## src/pbra_ram.sv

```systemverilog
// Generic single-clock RAM with one write port and one registered read port.
module pbra_ram #(
	parameter int WIDTH = 8,
	parameter int DEPTH = 256
) (
	input  logic                     clk,
	input  logic                     we,
	input  logic [$clog2(DEPTH)-1:0] waddr,
	input  logic [WIDTH-1:0]         wdata,
	input  logic                     re,
	input  logic [$clog2(DEPTH)-1:0] raddr,
	output logic [WIDTH-1:0]         rdata
);

	logic [WIDTH-1:0] mem [DEPTH];
	logic [WIDTH-1:0] rdata_q;

	always_ff @(posedge clk) begin
		if (we) begin
			mem[waddr] <= wdata;
		end
		if (re) begin
			rdata_q <= mem[raddr];
		end
	end

	assign rdata = rdata_q;

endmodule

```

## config.mk

```make
export PLATFORM = sky130hd
export DESIGN_NAME = pbra_ram
export DESIGN_NICKNAME = d
export VERILOG_FILES = /design/src/pbra_ram.sv
export SDC_FILE = /design/constraint.sdc
export NUM_CORES = 2
export LEC_CHECK = 0
export BUFFER_PORTS_ARGS = -buffer_cell sky130_fd_sc_hd__buf_4
export CORE_MARGIN = 10
export CORE_UTILIZATION = 68
export DETAILED_ROUTE_END_ITERATION = 10
export GPL_TIMING_DRIVEN = 0
export PLACE_DENSITY_LB_ADDON = 0.25
export REMOVE_ABC_BUFFERS = 1
export SYNTH_ARGS = -nofsm -noshare
export SYNTH_HDL_FRONTEND = slang
export SYNTH_SLANG_ARGS = --single-unit
export TNS_END_PERCENT = 50
```

## constraint.sdc

```tcl
create_clock -name clk -period 6.8 [get_ports clk]
set_input_delay 1.7 -clock clk [delete_from_list [all_inputs] [get_ports clk]]
set_output_delay 1.7 -clock clk [all_outputs]
set_load 0.01 [all_outputs]
```

# Word level (Yosys, flattened, before mapping)
# Memory sizes are Yosys's and may differ from the RTL's. A register that Yosys moved wholly into a read port is not among the register bits.
# Index checks and enable logic that the tools add are counted.
[classes]
n_addsub = 0
mul = 0
div_mod_pow = 0
order_cmp = 0
eq_ne = 0
shift = 0
n_mux = 2
n_bitwise = 0
reduce_logical = 0
[ops]
columns = ["operator", "count"]
rows = [
  ["two-way mux 1 bit", 2],
]
[totals]
register_bits = 0
latch_bits = 0
ramBits = 2048
rom_bits = 0
in_bits = 27
output_inout_bits = 8
elab_cells = 3
mem_count = 1
[mem_list]
columns = ["memory", "depth", "width", "rd", "rd_ports_with_merged_regs", "wr", "line", "source"]
rows = [
  ["mem", 256, 8, 1, 1, 1, "15", "logic [WIDTH-1:0] mem [DEPTH];"],
]

# Logic depth before layout (Yosys ltp)
[depth]
depth_word = 2
mapped_depth = 11
ltp_nobuf = 6

# Worst setup path before layout
# Ideal clock, no wire load.
[synth_path]
kind = "input-to-reg"
startpoint = "in raddr[0]"
endpoint = "reg rdata_q[2], in the netlist rdata[2], read port of mem (data pin)"
setup_ns = 0.269
t_arrival_ns = 3.507
slack_ns = 3.024
path_stages = 9
n_path_buf = 4
cell_sequence = "buf_6 > buf_12 > buf_8 > buf_2 > mux4_2 > a22oi_1 > a21oi_1 > nor4_1 > nor4_2"
[synth_lines]
columns = ["element", "line", "source"]
rows = [
  ["start: declaration", "11", "input logic [$clog2(DEPTH)-1:0] raddr,"],
  ["end: declaration", "16", "logic [WIDTH-1:0] rdata_q;"],
]

==> results.tsv <==
metric	value	unit
powerDensity	292	nW/um^2
netlist_area	79600	um^2
antenna_found_initial	11	
holdCritPathClass	in -> reg	
skew	0.0240	ns
p_leak	26.8	nW
synth_flop_cell	edfxtp_1	
hp-start	re	
p_clk_frac	0.403	
yosysWarnings	0	
path_cells	buf_4, nand2_1, o221ai_1, o22ai_1, nor3_1, nor4_1, nor4_1	
synthToLayoutAreaGrowth	9.81	%
gp_congestion	0.840	
critPathSlowestCell	nor4_1	
critPathKind	in -> reg	
seqPwrFrac	0.547	
nFillCells	5781	
numPortBuffers	34	
ios	35	
hold_viol_final	0	
synth_most_common_cell	edfxtp_1	
slew_viol_final	0	
worstHoldEndpoint	rdata[2]	
intPower	0.0202	W
path_clk_slew	0.06	ns
rsz0062_at_grt	false	
ff2ff_path_depth	6	
critPathRequiredTime	7.19	ns
layout-drive-gt1-share	0.208	
critPathMaxStageDelay	1.17	ns
ys_ff_latch	2056	
cap_violations	0	
syn_inst	3733	
cts_tree	done	
via_per_inst	7.40	
arrival	6.86	ns
synth_commonest_cells	edfxtp_1 (2056), mux4_2 (454), nor2_1 (282), mux2i_1 (134), a22oi_1 (133)	
max_slew_margin	0.0505	
design_area	87500	um^2
fin_crit_sh	0.951	
clock_latency	0.79	ns
synth-edff-count	2056	
postCtsSetupBuffers	0	
die_y	362	um
clock.fmax	155	MHz
totalWireLength	197000	um
grt_max_degree	172	
crit_path_frequent_cell	nor4_1	
grt_pass1_vias	40800	
hold_path_depth	1	
initial_core_util	0.685	
sw_frac_of_total	0.209	
finalCriticalPeriod	6.47	ns
power_switching	0.00535	W
hold_ws	1.19	ns
gr-total-overflow	0	
num_vias	40300	
die_w	362	um
critPathLaunchType	input port	
vdd_drop_max	0.279	mV
dp_hpwl	112000	um
ys_top_cells_by_area	edfxtp_1 (78%), mux4_2 (13%), mux2i_1 (1.7%)	
final-setup-viol-count	0	
fin_nets	3792	
post-route-worst-setup-slack	0.332	ns
cts_hold_buf	0	
critPathMaxFanout	59	
syn_avg_cell_area	21.3	um^2
clockRootBuffer	clkbuf_16	
r2r_start	mem[129][1]	
postCtsResizedCells	0	
numCtsBuffers	186	
yosys.area.top_type	edfxtp_1	
end_kind	register	
synth-seq-area-share	0.775	
r2r_end	rdata[1]	
status	finished clean	
die_area	131000	um^2
comb_power_share	0.049	
grt_pass1_wl	286000	um
htree_levels	4	
drc	0	
cts.sinks	2056	
core	116000	um^2
pre_cts_ws	-0.0728	ns
drt_iter0_markers	6753	
r2r_slack	3.05	ns
ys_types	54	
cts_buffer_depth	3	
antenna_left	0	
async_flop_share	0	
worst-slew-pin-transition	1.41	ns
track_usage	0.303	
avgRoutedWirePerCell	36.1	um
placement.cell_area	81500	um^2
first_pass_iters	6	
netlist.area_leader.share	0.775	
fp-row-count	125	
-- kinds of logic after synthesis --
group           count (synthesis)  synth area share
simple gates                  466            0.0263
compound gates                385            0.0342
mux                           591             0.146
flops                        2056             0.775
buf+inv                       235            0.0183
-- registers in the layout, summed over array words and instances (netlist names) --
name and count:
mem 2048, rdata 8
-- worst max-delay path, delay by kind of cell --
| kind | cells | cell delay [ns] |
|---|---|---|
| AOI/OAI and AO/OA | 2 | 0.97 |
| buffers and inverters | 1 | 0.87 |
| and+or+nand+nor | 4 | 3.30 |
-- placed cells by master, fill, tap and decap left out, types with 44 or more instances in the layout --
cell       instances
a21oi_1           96
a22oi_1          133
clkbuf_1          48
clkbuf_16        192
clkinv_1          44
edfxtp_1        2056
mux2i_1          134
mux4_2           454
nor2_1           279
o221ai_1          46
-- metal layers --
layer	vias to the layer above	share of wire	track usage
li1	15700	-	-
met1	20800	0.34	0.400
met2	3224	0.49	0.482
met3	567	0.13	0.0838
met4	8	0.047	0.130
met5	-	0.00025	0
-- power groups by stage --
stage	registers (W)	clock network (W)	logic, W
after floorplan	0.0143	0	0.000490
after global placement	0.0143	0	0.00129
after detailed placement	0.0143	0	0.00122
after CTS	0.0140	0.0103	0.00124
after global routing	0.0140	0.0108	0.00131
final	0.0140	0.0103	0.00126
-- worst max path at each step --
stage / cells past startpoint / slack [ns] / endpoint / from
3_5_place_dp: 11 / -0.07 / rdata[5] / raddr[0]
6_report: 7 / 0.33 / rdata[7] / raddr[2]
3_3_place_gp: 7 / -7.18 / rdata[1] / raddr[0]
5_1_grt: 7 / 0.30 / rdata[1] / raddr[2]
2_1_floorplan: 6 / 2.61 / rdata[6] / raddr[2]
4_1_cts: 11 / 0.74 / rdata[5] / raddr[0]
-- area by class of cell --
class	instances	area, um^2	area share
Sequential cell	2056	61700	0.706
Multi-Input combinational cell	1442	16500	0.189
Clock buffer	240	4980	0.0570
Tap cell	1524	1910	0.0218
Timing Repair Buffer	77	1310	0.0150
Clock inverter	103	943	0.0108
Antenna cell	7	17.5	0.000200
Inverter	2	8.76	0.000100
-- metrics by stage --
stage	setup TNS, ns	power, W	util	instances
2_1_floorplan	0	0.0147	-	3500
3_3_place_gp	-53.54	0.0156	0.691	5058
3_5_place_dp	-0.106	0.0155	0.701	5100
4_1_cts	0	0.0256	0.752	5443
5_1_grt	0	0.0261	0.752	5444
6_report	0	0.0256	0.753	5451
Power figures use the tool's default switching activity.
